### src/hdl/lkdhid_pkg.sv
// Shared types, constants and decode functions for the ladder keypad block.
// No dependencies; every other file in hdl/ imports this package.
package lkdhid_pkg;

  // Field widths
  localparam int unsigned LADDER_W = 12;
  localparam int unsigned USAGE_W  = 8;
  localparam int unsigned KEY_W    = 4;
  localparam int unsigned STABLE_W = 11;
  localparam int unsigned UNLOCK_W = 12;
  localparam int unsigned DEB_W    = 10;
  localparam int unsigned KEEP_W   = 20;
  localparam int unsigned WAIT_W   = 12;
  localparam int unsigned GAP_W    = 12;
  localparam int unsigned APB_DW   = 32;
  localparam int unsigned APB_AW   = 4;

  // Key codes
  localparam logic [KEY_W-1:0] KEY_NONE    = 4'd0;
  localparam logic [KEY_W-1:0] KEY_NEXT    = 4'd1;
  localparam logic [KEY_W-1:0] KEY_PREV    = 4'd2;
  localparam logic [KEY_W-1:0] KEY_PLUS    = 4'd3;
  localparam logic [KEY_W-1:0] KEY_MINUS   = 4'd4;
  localparam logic [KEY_W-1:0] KEY_MUTE    = 4'd5;
  localparam logic [KEY_W-1:0] KEY_SOURCE  = 4'd6;
  localparam logic [KEY_W-1:0] KEY_ANSWER  = 4'd7;
  localparam logic [KEY_W-1:0] KEY_HANGUP  = 4'd8;
  localparam logic [KEY_W-1:0] KEY_VOICE   = 4'd9;
  localparam logic [KEY_W-1:0] KEY_UNKNOWN = 4'd15;

  // Consumer usage bytes
  localparam logic [USAGE_W-1:0] USAGE_RELEASE = 8'h00;
  localparam logic [USAGE_W-1:0] USAGE_MENU    = 8'h01;
  localparam logic [USAGE_W-1:0] USAGE_HELP    = 8'h02;
  localparam logic [USAGE_W-1:0] USAGE_NEXT    = 8'h04;
  localparam logic [USAGE_W-1:0] USAGE_PREV    = 8'h08;
  localparam logic [USAGE_W-1:0] USAGE_PLAY    = 8'h10;
  localparam logic [USAGE_W-1:0] USAGE_VOLUP   = 8'h40;
  localparam logic [USAGE_W-1:0] USAGE_VOLDN   = 8'h80;

  // Saturation limits
  localparam logic [STABLE_W-1:0] STABLE_MAX = 11'd2047;
  localparam logic [UNLOCK_W-1:0] UNLOCK_MAX = 12'd4095;

  // Register indexes (paddr[3:2])
  localparam logic [1:0] REG_DEBOUNCE  = 2'd0;
  localparam logic [1:0] REG_KEEPALIVE = 2'd1;
  localparam logic [1:0] REG_CONN_WAIT = 2'd2;
  localparam logic [1:0] REG_UNLK_GAP  = 2'd3;

  // Register reset values
  localparam logic [DEB_W-1:0]  RST_DEBOUNCE  = 10'd50;
  localparam logic [KEEP_W-1:0] RST_KEEPALIVE = 20'd30000;
  localparam logic [WAIT_W-1:0] RST_CONN_WAIT = 12'd1000;
  localparam logic [GAP_W-1:0]  RST_UNLK_GAP  = 12'd500;

  typedef struct packed {
    logic [DEB_W-1:0]  debounce_ms;
    logic [KEEP_W-1:0] keepalive_ms;
    logic [WAIT_W-1:0] connect_wait_ms;
    logic [GAP_W-1:0]  unlock_gap_ms;
  } lkdhid_cfg_t;

  // One queue entry: the reports one tick causes
  typedef struct packed {
    logic               key_valid;
    logic [USAGE_W-1:0] key_usage;
    logic               help_valid;
  } lkdhid_entry_t;

  // Window decode of one sample pair
  function automatic logic [KEY_W-1:0] lkdhid_classify(input logic [LADDER_W-1:0] a,
                                                       input logic [LADDER_W-1:0] b);
    logic [KEY_W-1:0] k;
    if (a >= 12'd4055 && b >= 12'd4055) k = KEY_NONE;
    else if (a <= 12'd245) k = KEY_NEXT;
    else if (a >= 12'd328 && a <= 12'd614) k = KEY_PREV;
    else if (a >= 12'd1106 && a <= 12'd1392) k = KEY_PLUS;
    else if (a >= 12'd2048 && a <= 12'd2334) k = KEY_MINUS;
    else if (a >= 12'd2703 && a <= 12'd2989) k = KEY_MUTE;
    else if (b <= 12'd245) k = KEY_SOURCE;
    else if (b >= 12'd328 && b <= 12'd614) k = KEY_ANSWER;
    else if (b >= 12'd1106 && b <= 12'd1392) k = KEY_HANGUP;
    else if (b >= 12'd2048 && b <= 12'd2334) k = KEY_VOICE;
    else k = KEY_UNKNOWN;
    return k;
  endfunction

  // Report byte of a debounced key; zero for keys without a report
  function automatic logic [USAGE_W-1:0] lkdhid_key_usage(input logic [KEY_W-1:0] k);
    logic [USAGE_W-1:0] u;
    case (k)
      KEY_NEXT:  u = USAGE_NEXT;
      KEY_PREV:  u = USAGE_PREV;
      KEY_PLUS:  u = USAGE_VOLUP;
      KEY_MINUS: u = USAGE_VOLDN;
      KEY_MUTE:  u = USAGE_PLAY;
      default:   u = USAGE_RELEASE;
    endcase
    return u;
  endfunction

endpackage

### src/hdl/lkdhid_regs.sv
// APB configuration registers for the ladder keypad block.
// Depends on lkdhid_pkg.
module lkdhid_regs
  import lkdhid_pkg::*;
(
  input  logic              clk,
  input  logic              rst,
  input  logic              psel,
  input  logic              penable,
  input  logic              pwrite,
  input  logic [APB_AW-1:0] paddr,
  input  logic [APB_DW-1:0] pwdata,
  output logic [APB_DW-1:0] prdata,
  output logic              pready,
  output lkdhid_cfg_t       cfg
);

  logic wr_en;

  assign pready = 1'b1;
  assign wr_en  = psel & penable & pwrite & pready;

  // register writes
  always_ff @(posedge clk) begin
    if (rst) begin
      cfg.debounce_ms     <= RST_DEBOUNCE;
      cfg.keepalive_ms    <= RST_KEEPALIVE;
      cfg.connect_wait_ms <= RST_CONN_WAIT;
      cfg.unlock_gap_ms   <= RST_UNLK_GAP;
    end else if (wr_en) begin
      unique case (paddr[3:2])
        REG_DEBOUNCE:  cfg.debounce_ms     <= pwdata[DEB_W-1:0];
        REG_KEEPALIVE: cfg.keepalive_ms    <= pwdata[KEEP_W-1:0];
        REG_CONN_WAIT: cfg.connect_wait_ms <= pwdata[WAIT_W-1:0];
        REG_UNLK_GAP:  cfg.unlock_gap_ms   <= pwdata[GAP_W-1:0];
        default: ;
      endcase
    end
  end

  // read mux
  always_comb begin
    unique case (paddr[3:2])
      REG_DEBOUNCE:  prdata = APB_DW'(cfg.debounce_ms);
      REG_KEEPALIVE: prdata = APB_DW'(cfg.keepalive_ms);
      REG_CONN_WAIT: prdata = APB_DW'(cfg.connect_wait_ms);
      REG_UNLK_GAP:  prdata = APB_DW'(cfg.unlock_gap_ms);
      default:       prdata = '0;
    endcase
  end

endmodule

### src/hdl/lkdhid_front.sv
// Front end: per-tick classification, debounce, unlock sequencer, keepalive.
// Writes one queue entry per tick that causes reports. Depends on lkdhid_pkg.
module lkdhid_front
  import lkdhid_pkg::*;
#(
  parameter int unsigned AWAKE_BITS = 20
) (
  input  logic                clk,
  input  logic                rst,
  input  lkdhid_cfg_t         cfg,
  input  logic                tick,
  input  logic [LADDER_W-1:0] ladder_a,
  input  logic [LADDER_W-1:0] ladder_b,
  input  logic                link_up,
  output logic                push,
  output lkdhid_entry_t       entry
);

  localparam int unsigned CMP_W = (AWAKE_BITS > KEEP_W) ? AWAKE_BITS : KEEP_W;

  typedef enum logic [1:0] {
    PH_IDLE = 2'd0,
    PH_WAIT = 2'd1,
    PH_GAP  = 2'd2
  } phase_t;

  phase_t                phase, phase_next;
  logic [KEY_W-1:0]      candidate_key, candidate_key_next;
  logic                  attempt_active, attempt_active_next;
  logic [STABLE_W-1:0]   stable_count, stable_count_next;
  logic [KEY_W-1:0]      prior_outcome, prior_outcome_next;
  logic                  link_was_up, link_was_up_next;
  logic [UNLOCK_W-1:0]   unlock_count, unlock_count_next;
  logic [AWAKE_BITS-1:0] awake_elapsed, awake_elapsed_next, awake_inc;

  logic [KEY_W-1:0]      key_class, outcome;
  logic [STABLE_W-1:0]   stable_inc;
  logic [UNLOCK_W-1:0]   unlock_inc, unlock_limit;
  logic [USAGE_W-1:0]    out_usage;
  logic                  have;
  lkdhid_entry_t         ent;

  assign key_class  = lkdhid_classify(ladder_a, ladder_b);
  assign awake_inc  = (awake_elapsed == '1) ? awake_elapsed : awake_elapsed + 1'b1;
  assign stable_inc = (stable_count == STABLE_MAX) ? stable_count : stable_count + 1'b1;
  assign unlock_inc = (unlock_count == UNLOCK_MAX) ? unlock_count : unlock_count + 1'b1;
  assign unlock_limit = (phase == PH_WAIT) ? cfg.connect_wait_ms : cfg.unlock_gap_ms;
  assign out_usage  = lkdhid_key_usage(outcome);

  // next-state logic for one tick
  always_comb begin
    phase_next          = phase;
    candidate_key_next  = candidate_key;
    attempt_active_next = attempt_active;
    stable_count_next   = stable_count;
    prior_outcome_next  = prior_outcome;
    link_was_up_next    = link_was_up;
    unlock_count_next   = unlock_count;
    awake_elapsed_next  = awake_inc;
    have                = 1'b0;
    outcome             = KEY_NONE;
    ent                 = '0;

    if (!link_up) begin
      // link down: abandon unlock and any attempt
      phase_next          = PH_IDLE;
      unlock_count_next   = '0;
      attempt_active_next = 1'b0;
      stable_count_next   = '0;
      link_was_up_next    = 1'b0;
    end else if (!link_was_up) begin
      // first connected tick starts the unlock sequence
      link_was_up_next  = 1'b1;
      phase_next        = PH_WAIT;
      unlock_count_next = '0;
      if (cfg.connect_wait_ms == '0) begin
        phase_next    = PH_GAP;
        ent.key_valid = 1'b1;
        ent.key_usage = USAGE_MENU;
      end
    end else if (phase == PH_WAIT || phase == PH_GAP) begin
      unlock_count_next = unlock_inc;
      if (unlock_inc >= unlock_limit) begin
        ent.key_valid = 1'b1;
        ent.key_usage = USAGE_MENU;
        if (phase == PH_WAIT) begin
          phase_next        = PH_GAP;
          unlock_count_next = '0;
        end else begin
          phase_next = PH_IDLE;
        end
      end
    end else begin
      // key handling; unused phase code falls here and is cleared
      phase_next = PH_IDLE;
      if (!attempt_active) begin
        if (key_class >= KEY_NEXT && key_class <= KEY_VOICE) begin
          attempt_active_next = 1'b1;
          candidate_key_next  = key_class;
          stable_count_next   = '0;
        end else begin
          have = 1'b1;
        end
      end else if (key_class == candidate_key) begin
        stable_count_next = stable_inc;
        if (stable_inc > STABLE_W'(cfg.debounce_ms)) begin
          have                = 1'b1;
          outcome             = candidate_key;
          attempt_active_next = 1'b0;
        end
      end else begin
        have                = 1'b1;
        attempt_active_next = 1'b0;
      end

      if (have) begin
        if (outcome != prior_outcome && out_usage != USAGE_RELEASE) begin
          ent.key_valid = 1'b1;
          ent.key_usage = out_usage;
        end
        prior_outcome_next = outcome;
      end

      // keepalive Help report
      if (CMP_W'(awake_inc) > CMP_W'(cfg.keepalive_ms)) begin
        ent.help_valid     = 1'b1;
        awake_elapsed_next = '0;
      end
    end
  end

  assign push  = tick & (ent.key_valid | ent.help_valid);
  assign entry = ent;

  // state registers
  always_ff @(posedge clk) begin
    if (rst) begin
      phase          <= PH_IDLE;
      candidate_key  <= KEY_NONE;
      attempt_active <= 1'b0;
      stable_count   <= '0;
      prior_outcome  <= KEY_NONE;
      link_was_up    <= 1'b0;
      unlock_count   <= '0;
      awake_elapsed  <= '0;
    end else if (tick) begin
      phase          <= phase_next;
      candidate_key  <= candidate_key_next;
      attempt_active <= attempt_active_next;
      stable_count   <= stable_count_next;
      prior_outcome  <= prior_outcome_next;
      link_was_up    <= link_was_up_next;
      unlock_count   <= unlock_count_next;
      awake_elapsed  <= awake_elapsed_next;
    end
  end

  // a link-down tick always leaves the unlock and debounce idle
  a_link_down_clears: assert property (@(posedge clk) disable iff (rst)
    (tick && !link_up) |=> (phase == PH_IDLE && !attempt_active && !link_was_up))
    else $error("link-down tick did not clear unlock/debounce state");

  // unlock only runs while the link is known up
  a_unlock_needs_link: assert property (@(posedge clk) disable iff (rst)
    (phase != PH_IDLE) |-> link_was_up)
    else $error("unlock phase active without link");

  // an attempt always holds a real key
  a_candidate_valid: assert property (@(posedge clk) disable iff (rst)
    attempt_active |-> (candidate_key >= KEY_NEXT && candidate_key <= KEY_VOICE))
    else $error("debounce attempt with invalid candidate");

endmodule

### src/hdl/lkdhid_fifo.sv
// Two-entry queue between the front end and the report sequencer.
// Depends on lkdhid_pkg.
module lkdhid_fifo
  import lkdhid_pkg::*;
(
  input  logic          clk,
  input  logic          rst,
  input  logic          push,
  input  lkdhid_entry_t push_entry,
  input  logic          pop,
  output logic          full,
  output logic          not_empty,
  output lkdhid_entry_t head
);

  lkdhid_entry_t slots [2];
  logic          wr_ptr, rd_ptr;
  logic [1:0]    count;

  assign full      = count[1];
  assign not_empty = (count != 2'd0);
  assign head      = slots[rd_ptr];

  // storage
  always_ff @(posedge clk) begin
    if (push) slots[wr_ptr] <= push_entry;
  end

  // pointers and fill level
  always_ff @(posedge clk) begin
    if (rst) begin
      wr_ptr <= 1'b0;
      rd_ptr <= 1'b0;
      count  <= 2'd0;
    end else begin
      if (push) wr_ptr <= ~wr_ptr;
      if (pop)  rd_ptr <= ~rd_ptr;
      if (push && !pop)      count <= count + 2'd1;
      else if (pop && !push) count <= count - 2'd1;
    end
  end

  a_no_overflow: assert property (@(posedge clk) disable iff (rst)
    push |-> (!full || pop))
    else $error("queue write while full");

  a_no_underflow: assert property (@(posedge clk) disable iff (rst)
    pop |-> not_empty)
    else $error("queue read while empty");

  a_count_range: assert property (@(posedge clk) disable iff (rst)
    count <= 2'd2)
    else $error("queue fill level out of range");

endmodule

### src/hdl/lkdhid_back.sv
// Report sequencer: expands a queue entry into report bytes (code, release).
// Registered output stage on the master stream. Depends on lkdhid_pkg.
module lkdhid_back
  import lkdhid_pkg::*;
(
  input  logic               clk,
  input  logic               rst,
  input  logic               q_not_empty,
  input  lkdhid_entry_t      q_head,
  output logic               q_pop,
  output logic               m_axis_tvalid,
  input  logic               m_axis_tready,
  output logic [USAGE_W-1:0] m_axis_tdata,   // [7:0] usage_bits
  output logic               m_axis_tlast    // last_of_run
);

  lkdhid_entry_t      cur;
  logic               cur_valid;
  logic [1:0]         step, last_step;
  logic               load_ok, emit, at_last;
  logic [USAGE_W-1:0] code, byte_out;

  // two bytes per report pair; four when both pairs are present
  assign last_step = (cur.key_valid && cur.help_valid) ? 2'd3 : 2'd1;
  assign at_last   = (step == last_step);
  assign load_ok   = !m_axis_tvalid || m_axis_tready;
  assign emit      = cur_valid && load_ok;
  assign q_pop     = q_not_empty && (!cur_valid || (emit && at_last));
  assign code      = (!step[1] && cur.key_valid) ? cur.key_usage : USAGE_HELP;
  assign byte_out  = step[0] ? USAGE_RELEASE : code;

  // sequencer control and output valid
  always_ff @(posedge clk) begin
    if (rst) begin
      cur_valid     <= 1'b0;
      step          <= 2'd0;
      m_axis_tvalid <= 1'b0;
    end else begin
      if (load_ok) m_axis_tvalid <= emit;
      if (q_pop) begin
        cur_valid <= 1'b1;
        step      <= 2'd0;
      end else if (emit && at_last) begin
        cur_valid <= 1'b0;
      end else if (emit) begin
        step <= step + 2'd1;
      end
    end
  end

  // payload
  always_ff @(posedge clk) begin
    if (q_pop) cur <= q_head;
    if (emit) begin
      m_axis_tdata <= byte_out;
      m_axis_tlast <= at_last;
    end
  end

  a_step_range: assert property (@(posedge clk) disable iff (rst)
    cur_valid |-> (step <= last_step))
    else $error("report step past end of entry");

  a_entry_nonempty: assert property (@(posedge clk) disable iff (rst)
    cur_valid |-> (cur.key_valid || cur.help_valid))
    else $error("empty entry in report sequencer");

  a_release_follows: assert property (@(posedge clk) disable iff (rst)
    (emit && !step[0] && !at_last) |=> (cur_valid && step[0]))
    else $error("report code not followed by release byte");

endmodule

### src/hdl/ladder_key_debounce_to_hid_report.sv
// Ladder keypad decoder: 1 ms ticks in, consumer report bytes out.
// A tick's entry is written into the queue, loaded into the sequencer and registered out.
// Throughput: one tick per cycle while the two-entry queue has room; the sequencer
// sends one byte per cycle while m_axis_tready is high (four bytes for both reports).
// Reset: synchronous active-high rst clears control state, config takes defaults.
// Depends on lkdhid_pkg, lkdhid_regs, lkdhid_front, lkdhid_fifo, lkdhid_back.
module ladder_key_debounce_to_hid_report
  import lkdhid_pkg::*;
#(
  parameter int unsigned AWAKE_BITS = 20
) (
  input  logic                  clk,
  input  logic                  rst,
  // tick stream
  input  logic                  s_axis_tvalid,
  output logic                  s_axis_tready,
  input  logic [2*LADDER_W-1:0] s_axis_tdata,   // [11:0] ladder_a, [23:12] ladder_b
  input  logic                  s_axis_tuser,   // link_up
  // report stream
  output logic                  m_axis_tvalid,
  input  logic                  m_axis_tready,
  output logic [USAGE_W-1:0]    m_axis_tdata,   // [7:0] usage_bits
  output logic                  m_axis_tlast,   // last_of_run
  // configuration
  input  logic                  psel,
  input  logic                  penable,
  input  logic                  pwrite,
  input  logic [APB_AW-1:0]     paddr,
  input  logic [APB_DW-1:0]     pwdata,
  output logic [APB_DW-1:0]     prdata,
  output logic                  pready
);

  lkdhid_cfg_t   cfg;
  lkdhid_entry_t push_entry, head;
  logic          tick, push, pop, full, not_empty;

  assign s_axis_tready = !full;
  assign tick          = s_axis_tvalid & s_axis_tready;

  lkdhid_regs u_regs (
    .clk     (clk),
    .rst     (rst),
    .psel    (psel),
    .penable (penable),
    .pwrite  (pwrite),
    .paddr   (paddr),
    .pwdata  (pwdata),
    .prdata  (prdata),
    .pready  (pready),
    .cfg     (cfg)
  );

  lkdhid_front #(
    .AWAKE_BITS (AWAKE_BITS)
  ) u_front (
    .clk      (clk),
    .rst      (rst),
    .cfg      (cfg),
    .tick     (tick),
    .ladder_a (s_axis_tdata[LADDER_W-1:0]),
    .ladder_b (s_axis_tdata[2*LADDER_W-1:LADDER_W]),
    .link_up  (s_axis_tuser),
    .push     (push),
    .entry    (push_entry)
  );

  lkdhid_fifo u_fifo (
    .clk        (clk),
    .rst        (rst),
    .push       (push),
    .push_entry (push_entry),
    .pop        (pop),
    .full       (full),
    .not_empty  (not_empty),
    .head       (head)
  );

  lkdhid_back u_back (
    .clk           (clk),
    .rst           (rst),
    .q_not_empty   (not_empty),
    .q_head        (head),
    .q_pop         (pop),
    .m_axis_tvalid (m_axis_tvalid),
    .m_axis_tready (m_axis_tready),
    .m_axis_tdata  (m_axis_tdata),
    .m_axis_tlast  (m_axis_tlast)
  );

endmodule
### config.mk
export PLATFORM = sky130hd
export DESIGN_NAME = ladder_key_debounce_to_hid_report
export DESIGN_NICKNAME = d
export VERILOG_FILES = /design/src/hdl/lkdhid_pkg.sv /design/src/hdl/lkdhid_regs.sv /design/src/hdl/lkdhid_front.sv /design/src/hdl/lkdhid_fifo.sv /design/src/hdl/lkdhid_back.sv /design/src/hdl/ladder_key_debounce_to_hid_report.sv
export SDC_FILE = /design/constraint.sdc
export NUM_CORES = 1
export LEC_CHECK = 0
export ABC_AREA = 1
export BUFFER_PORTS_ARGS = -buffer_cell sky130_fd_sc_hd__buf_2
export CAP_MARGIN = 20
export CORE_MARGIN = 2
export CORE_UTILIZATION = 55
export CTS_CLUSTER_SIZE = 10
export DETAILED_ROUTE_END_ITERATION = 8
export PLACE_DENSITY = 0.76
export SYNTH_ARGS = -nofsm -noshare
export SYNTH_HDL_FRONTEND = slang
export SYNTH_SLANG_ARGS = --single-unit
export TNS_END_PERCENT = 1
### constraint.sdc
create_clock -name clk -period 5.3 [get_ports clk]
set_input_delay 0.265 -clock clk [delete_from_list [all_inputs] [get_ports clk]]
set_output_delay 0.265 -clock clk [all_outputs]
set_load 0.03 [all_outputs]
==> metrics.cfg, run 1 <==
[status]
status = finished clean

[synth]
ys.warnings.count = 0
ys_seq_area_share_pct = 36.3
yosys_most_used_dff = dfxtp_1
synth_top_area_cell = dfxtp_1
synth.distinct_cells = 50
synth_area_mm2 = 0.00910
synth_top_area_share_pct = 25.7
synth_cells = 1307
async_flop_share_pct = 0
synth_edf_count = 32
ys_ff_latch = 149
synthTopCellsByArea = dfxtp_1 26%, nand2_1 14%, edfxtp_1 11%
avgSynthCellArea_um2 = 6.96

[power_and_ir_drop]
power.total_mw = 3.19
vdd_ir_drop_max_uv = 248
p_leak_nw = 4.66
powerDensity_mw_per_mm2 = 312

[sta]
rsz0062_at_grt = no
fin_crit_ns = 4.82
fin_skew_ns = 0.0171
setup_viol = 0
fmax_ghz = 0.208
slew_violations = 0
finalHoldViolCount = 0
post-route-period-util_pct = 90.9
slew_headroom_pct = 33.9
tns_ns = 0
timing_worst_slew_pin_value_ns = 0.990

[die]
ios = 112
die_area_mm2 = 0.0176
start_util_pct = 55.6
die_h_um = 133
dieWidth_um = 133
rows = 47
core_mm2 = 0.0163

[global_routing]
grt_use_total_pct = 25.1
grt_max_degree = 58
gr-total-overflow = 0
first_global_vias = 7821
antenna_found_initial = 0
grt_first_pass_wirelength_mm = 36.4

[setup_path]
ff2ff_path_depth = 24
worstPathCellList = ha_1 > nand3_1 > nor2_1 > nand3_1 > inv_1 > nand2_1 > nor2_1 > nand3_1 > inv_1 > nor2_1 > nand3_1 > nor2_1 > xor2_1 > ha_1 > a21oi_1 > o21a_1 > o221a_2 > nor3_1 > inv_1 > a31oi_1 > nand4_1 > nand3_1 > nand2_1 > nor2_1
max_stage_delay_ns = 0.52
path_buf_inv = 3
path_delay_family = simple AND/OR/NAND/NOR gates
r2r_start = u_front.awake_elapsed[1]$_SDFFE_PP0P_
worstSetupPathType = reg -> reg
cpMaxStageDelayCell = nor2_1
critPathLaunch = u_front.awake_elapsed[1]$_SDFFE_PP0P_
critPathMaxFanout = 8
r2r_setup_slack_ns = 0.48
crit_arrival_ns = 4.88
worstSetupStartpointType = flip-flop
cp-end-kind = flip-flop
cp.required_ns = 5.36
r2r-end = u_fifo.slots[0][4]$_DFFE_PP_

[routing]
drc = 0
drt_iter0_markers = 623
viasPerCell = 5.39
wl_mm = 21.7
wl_per_cell_um = 13.5
vias = 8665
antenna_left = 0
drt_first_pass_iters = 5

[placement]
port_buffers = 83
dp.cells = 1575
dpl.hpwl_mm = 16.1
dpl_cell_area_mm2 = 0.00961
gp_congestion = 0.882

[finish]
nets = 1490
layout_common_cells = 328 x nand2_1, 161 x inv_1, 131 x nor2_1
area_delta_synth_final_pct = 12.4
drive_gt1_share_pct = 10.9
fin_area_mm2 = 0.0102
antenna_cells = 0
mostFrequentLayoutCell = nand2_1
instances_no_fill = 1607

[min_path]
hp-start = pwdata[12]
hold_path.class = in -> reg
whs_path_depth = 3
worstHoldEndpoint = u_regs.cfg[36]$_SDFFE_PP1P_

[clock_network]
cts.sinks = 149
ctsHoldBuffers = 0
clkLatencyLatePin_ns = 0.43
clockBufferDepth = 2
clock-root-buffer = clkbuf_16
cts-htree-levels = 4
cts_inserted_buffers = 17
cts_tree = done
cts.clk_slew.worst_paths_ns = 0.06

[flow_run]
cap_violations = 0

## flip-flops by register name, summed over array words and instances, names as in the netlist
signal,flops
u_back.m_axis_tdata,7
u_regs.cfg,54
u_front.stable_count,11
u_back.m_axis_tvalid,1
u_back.step,2
u_back.m_axis_tlast,1
u_front.attempt_active,1
u_fifo.count,2
u_fifo.rd_ptr,1
u_front.candidate_key,4
u_front.prior_outcome,4
u_front.phase,2
u_front.unlock_count,12
u_front.link_was_up,1
u_fifo.slots,16
u_fifo.wr_ptr,1
u_back.cur_valid,1
u_front.awake_elapsed,20
u_back.cur,8
## layer usage
layer	wire, um	track usage, %	share of wire, %
met4	318	7.29	1.5
met2	9880	40.7	46
met5	0	0	0
met1	10200	34.3	47
met3	1230	4.52	5.7
## logic make-up (layout without fill, tap and decap cells)
kind of cell             count (synthesis)  after routing  synth area share [%]
AO/OA/AOI/OAI                          242            242                  15.4
XOR/XNOR                                28             28                  2.70
adder cells (fa/ha/maj)                 48             48                  6.60
buffers and inverters                  225            293                  10.0
flip-flops                             149            149                  36.3
multiplexers                             2              2                 0.220
other                                    2             14                0.0826
AND/OR/NAND/NOR                        611            611                  28.7
## area by class of cell
type,instances,area (um^2)
multi-input cells,945,4940
clock inverters,14,168
flip-flops and latches,149,3300
clock buffers,18,429
fillers,1503,6130
well taps,220,275
repair buffers,89,460
inverters,172,646
## cell usage after synthesis (3+ instances only)
| cell type | count |
|---|---|
| o2111ai_1 | 12 |
| buf_4 | 15 |
| o211ai_1 | 18 |
| o21a_1 | 7 |
| inv_2 | 9 |
| xnor2_1 | 5 |
| clkbuf_1 | 34 |
| o21ai_1 | 3 |
| nand2_1 | 328 |
| a21oi_1 | 110 |
| dfxtp_1 | 117 |
| o221ai_1 | 3 |
| nand4_1 | 25 |
| nand3b_1 | 3 |
| inv_1 | 161 |
| a21o_1 | 3 |
| ha_1 | 48 |
| nor4_1 | 11 |
| a211oi_1 | 11 |
| nand3_1 | 68 |
| nand3_2 | 4 |
| xor2_1 | 23 |
| nand2_2 | 7 |
| nor2_1 | 131 |
| edfxtp_1 | 32 |
| nor3_1 | 21 |
| o21ai_0 | 65 |
## worst register-to-register path, delay by kind of cell, from the launching register on
family	cells	cell delay, ns
xor+xnor	1	0.17
fa+ha+maj	2	0.51
flops	1	0.39
compound gates	4	0.82
buf+inv	3	0.36
simple gates	14	2.19
## worst max-delay path by stage
stage | endpoint | slack [ns] | cells after the start
after floorplan | u_fifo.count[1]$_SDFFE_PP0P_ | 1.10 | 29
after global placement | u_fifo.slots[0][4]$_DFFE_PP_ | 0.62 | 25
after detailed placement | u_fifo.slots[0][4]$_DFFE_PP_ | 0.54 | 25
after CTS | u_fifo.slots[0][4]$_DFFE_PP_ | 0.49 | 25
after global routing | u_fifo.count[1]$_SDFFE_PP0P_ | 0.04 | 29
final | u_fifo.slots[0][4]$_DFFE_PP_ | 0.48 | 24
## where the power goes
part / switching [mW] / total, mW / internal [mW] / leakage [nW]
clock network: 0.516 / 1.22 / 0.707 / 0.283
logic: 0.446 / 0.632 / 0.186 / 3.14
registers: 0.0527 / 1.34 / 1.29 / 1.24
total: 1.02 / 3.19 / 2.18 / 4.66
## through the flow
step / hold WS [ns] / utilization, % / setup WS (ns)
2_1_floorplan: 0.391 / - / 1.10
3_3_place_gp: 0.459 / 58.8 / 0.623
3_5_place_dp: 0.464 / 58.8 / 0.539
4_1_cts: 0.0376 / 62.4 / 0.488
5_1_grt: 0.0584 / 62.5 / 0.0384
6_report: 0.0459 / 62.5 / 0.483
## what timing repair did
action | in CTS | in global routing
setup buffers | 0 | 0
setup endpoints to repair | 0 | 9
gates resized for setup | 0 | 3
(Power assumes the default switching activity.)
==> run 2, diff against run 1 <==
Clock period 5.3 ns to 4.9 ns, I/O delays scaled along.
==> metrics.cfg, run 2 (synthesized netlist as in run 1, its figures left out) <==
[finish]
antenna_cells = 0  ; unchanged
mostFrequentLayoutCell = nand2_1
nets = 1497  ; +0.47%
drive_gt1_share_pct = 12.3  ; +1.5 points
instances_no_fill = 1614  ; +0.44%
fin_area_mm2 = 0.0104  ; +1.4%
layout_common_cells = 327 x nand2_1, 160 x inv_1, 127 x nor2_1
largest_register = u_regs.cfg
area_delta_synth_final_pct = 13.9
reg_top3 = u_regs.cfg (54), u_front.awake_elapsed (20), u_fifo.slots (16)
largest_register_ffs = 54  ; unchanged
fillers = 1510  ; +0.47%

[power_and_ir_drop]
power.total_mw = 3.50  ; +9.6%
pwr-share-comb_pct = 20.3  ; +0.5 points
seq_power_share_pct = 41.4  ; -0.5 points
powerDensity_mw_per_mm2 = 338  ; +8.1%
intPower_mw = 2.41  ; +11%
p_leak_nw = 4.74  ; +1.6%
p_switching_mw = 1.09  ; +7.5%
power_frac_clock_pct = 38.3  ; about the same
vdd_ir_drop_max_uv = 307  ; +24%
switching_share_pct = 31.2  ; -0.62 points

[setup_path]
crit_arrival_ns = 4.94  ; +0.06 ns
cpMaxStageDelayCell = or3b_4
cp-end-kind = flip-flop
r2r-end = u_fifo.count[1]$_SDFFE_PP0P_
cp.required_ns = 5.21  ; -0.15 ns
critPathMaxFanout = 5  ; -3
ff2ff_path_depth = 28  ; +17%
r2r_start = u_front.stable_count[0]$_SDFFE_PP0P_
worstSetupStartpointType = flip-flop
crit_top_cell = nand2_1
worstSetupPathType = reg -> reg
r2r_setup_slack_ns = 0.27  ; -0.22 ns
max_stage_delay_ns = 0.40  ; -0.12 ns

[flow_run]
cap_violations = 0  ; unchanged

[die]
start_util_pct = 55.6  ; unchanged
core_mm2 = 0.0163  ; unchanged
ios = 112  ; unchanged
rows = 47  ; unchanged
die_area_mm2 = 0.0176  ; unchanged
die_h_um = 133  ; unchanged
dieWidth_um = 133  ; unchanged

[clock_network]
cts_inserted_buffers = 17  ; unchanged
clockBufferDepth = 2  ; unchanged
cts.sinks = 149  ; unchanged
cts.clk_slew.worst_paths_ns = 0.06  ; about the same
cts_tree = done
cts-htree-levels = 4  ; unchanged
clock-root-buffer = clkbuf_16
clkLatencyLatePin_ns = 0.43  ; about the same

[global_routing]
first_global_vias = 7700  ; -1.5%
antenna_found_initial = 0  ; unchanged
grt_max_degree = 59  ; +1.7%
gr-total-overflow = 0  ; unchanged
grt_first_pass_wirelength_mm = 36.2  ; -0.51%
grt_use_total_pct = 25.0  ; -0.082 points

[min_path]
whs_path_depth = 3  ; unchanged
hold_path.class = in -> reg
worstHoldEndpoint = u_regs.cfg[38]$_SDFFE_PP1P_
hp-start = pwdata[14]

[routing]
vias = 8694  ; +0.33%
antenna_left = 0  ; unchanged
drc = 0  ; unchanged
viasPerCell = 5.39  ; -0.10%
wl_per_cell_um = 13.6  ; +0.94%
drt_iter0_markers = 710  ; +14%
drt_first_pass_iters = 5  ; unchanged
wl_mm = 22.0  ; +1.4%

[placement]
port_buffers = 83  ; unchanged
dp.cells = 1576  ; +0.063%
dpl_cell_area_mm2 = 0.00962  ; about the same
dpl.hpwl_mm = 16.3  ; +1.3%
gp_congestion = 0.938  ; +6.4%

[status]
status = finished clean

[sta]
fin_skew_ns = 0.0136  ; -0.00351 ns
post-route-period-util_pct = 94.6  ; +3.7 points
timing_worst_slew_pin_value_ns = 1.01  ; +0.0222 ns
fin_crit_ns = 4.63  ; -0.183 ns
slew_violations = 0  ; unchanged
slew_headroom_pct = 32.4  ; -1.5 points
fmax_ghz = 0.216  ; +3.9%
setup_viol = 0  ; unchanged
holdWs_ns = 0.0398  ; -0.00609 ns
finalHoldViolCount = 0  ; unchanged

[run 2: power groups by stage]
stage	registers [mW]	clock network [mW]	logic, mW
global route	1.46	1.41	0.797
detailed placement	1.47	0	0.679
global placement	1.47	0	0.666
floorplan	1.51	0	0.464
finish	1.45	1.34	0.709
CTS	1.45	1.35	0.685
[run 2: cell type report]
type,instances,area [um^2],area share [%]
Multi-Input combinational cell,945,5020,48.5
Clock buffer,19,433,4.18
Inverter,172,646,6.23
Tap cell,220,275,2.66
Timing Repair Buffer,96,513,4.95
Clock inverter,13,169,1.63
Sequential cell,149,3300,31.9
[run 2: worst max path at each step]
stage / startpoint / end / slack, ns / cells after the start
final: u_front.stable_count[0]$_SDFFE_PP0P_ / u_fifo.count[1]$_SDFFE_PP0P_ / 0.27 / 28
after global placement: u_front.stable_count[0]$_SDFFE_PP0P_ / u_fifo.count[1]$_SDFFE_PP0P_ / 0.31 / 29
after global routing: u_front.stable_count[0]$_SDFFE_PP0P_ / u_fifo.count[1]$_SDFFE_PP0P_ / -0.04 / 28
after detailed placement: u_front.stable_count[0]$_SDFFE_PP0P_ / u_fifo.count[1]$_SDFFE_PP0P_ / 0.20 / 30
after floorplan: u_front.stable_count[0]$_SDFFE_PP0P_ / u_fifo.count[1]$_SDFFE_PP0P_ / 0.70 / 29
after CTS: u_front.stable_count[0]$_SDFFE_PP0P_ / u_fifo.count[1]$_SDFFE_PP0P_ / 0.11 / 30
[run 2: per-layer routing]
layer | vias to the layer above | global-route usage (%) | wire length, um
met5 | - | 0 | 0
met4 | 0 | 6.75 | 250
met3 | 18 | 4.64 | 1270
met2 | 270 | 40.4 | 10200
met1 | 3948 | 34.4 | 10200
li1 | 4458 | - | -
[run 2: critical path, delay by kind of cell (launching register included)]
kind / cells / cell delay (ns)
XOR/XNOR: 1 / 0.19
AO/OA/AOI/OAI: 5 / 0.65
flip-flops: 1 / 0.34
AND/OR/NAND/NOR: 17 / 2.42
adder cells (fa/ha/maj): 3 / 0.71
buffers and inverters: 2 / 0.21
[run 2: metrics by stage]
stage	utilization [%]	setup WS (ns)	TNS, ns
after floorplan	-	0.698	0
after global placement	58.8	0.315	0
after detailed placement	58.8	0.197	0
after CTS	62.5	0.114	0
after global routing	63.4	-0.0368	-0.0368
final	63.4	0.266	0
[run 2: what timing repair did]
| item | CTS | global route |
|---|---|---|
| resized for setup | 0 | 24 |
| buffers inserted | 0 | 6 |
| hold buffers | 0 | 0 |
| endpoints found under the setup margin | 0 | 18 |
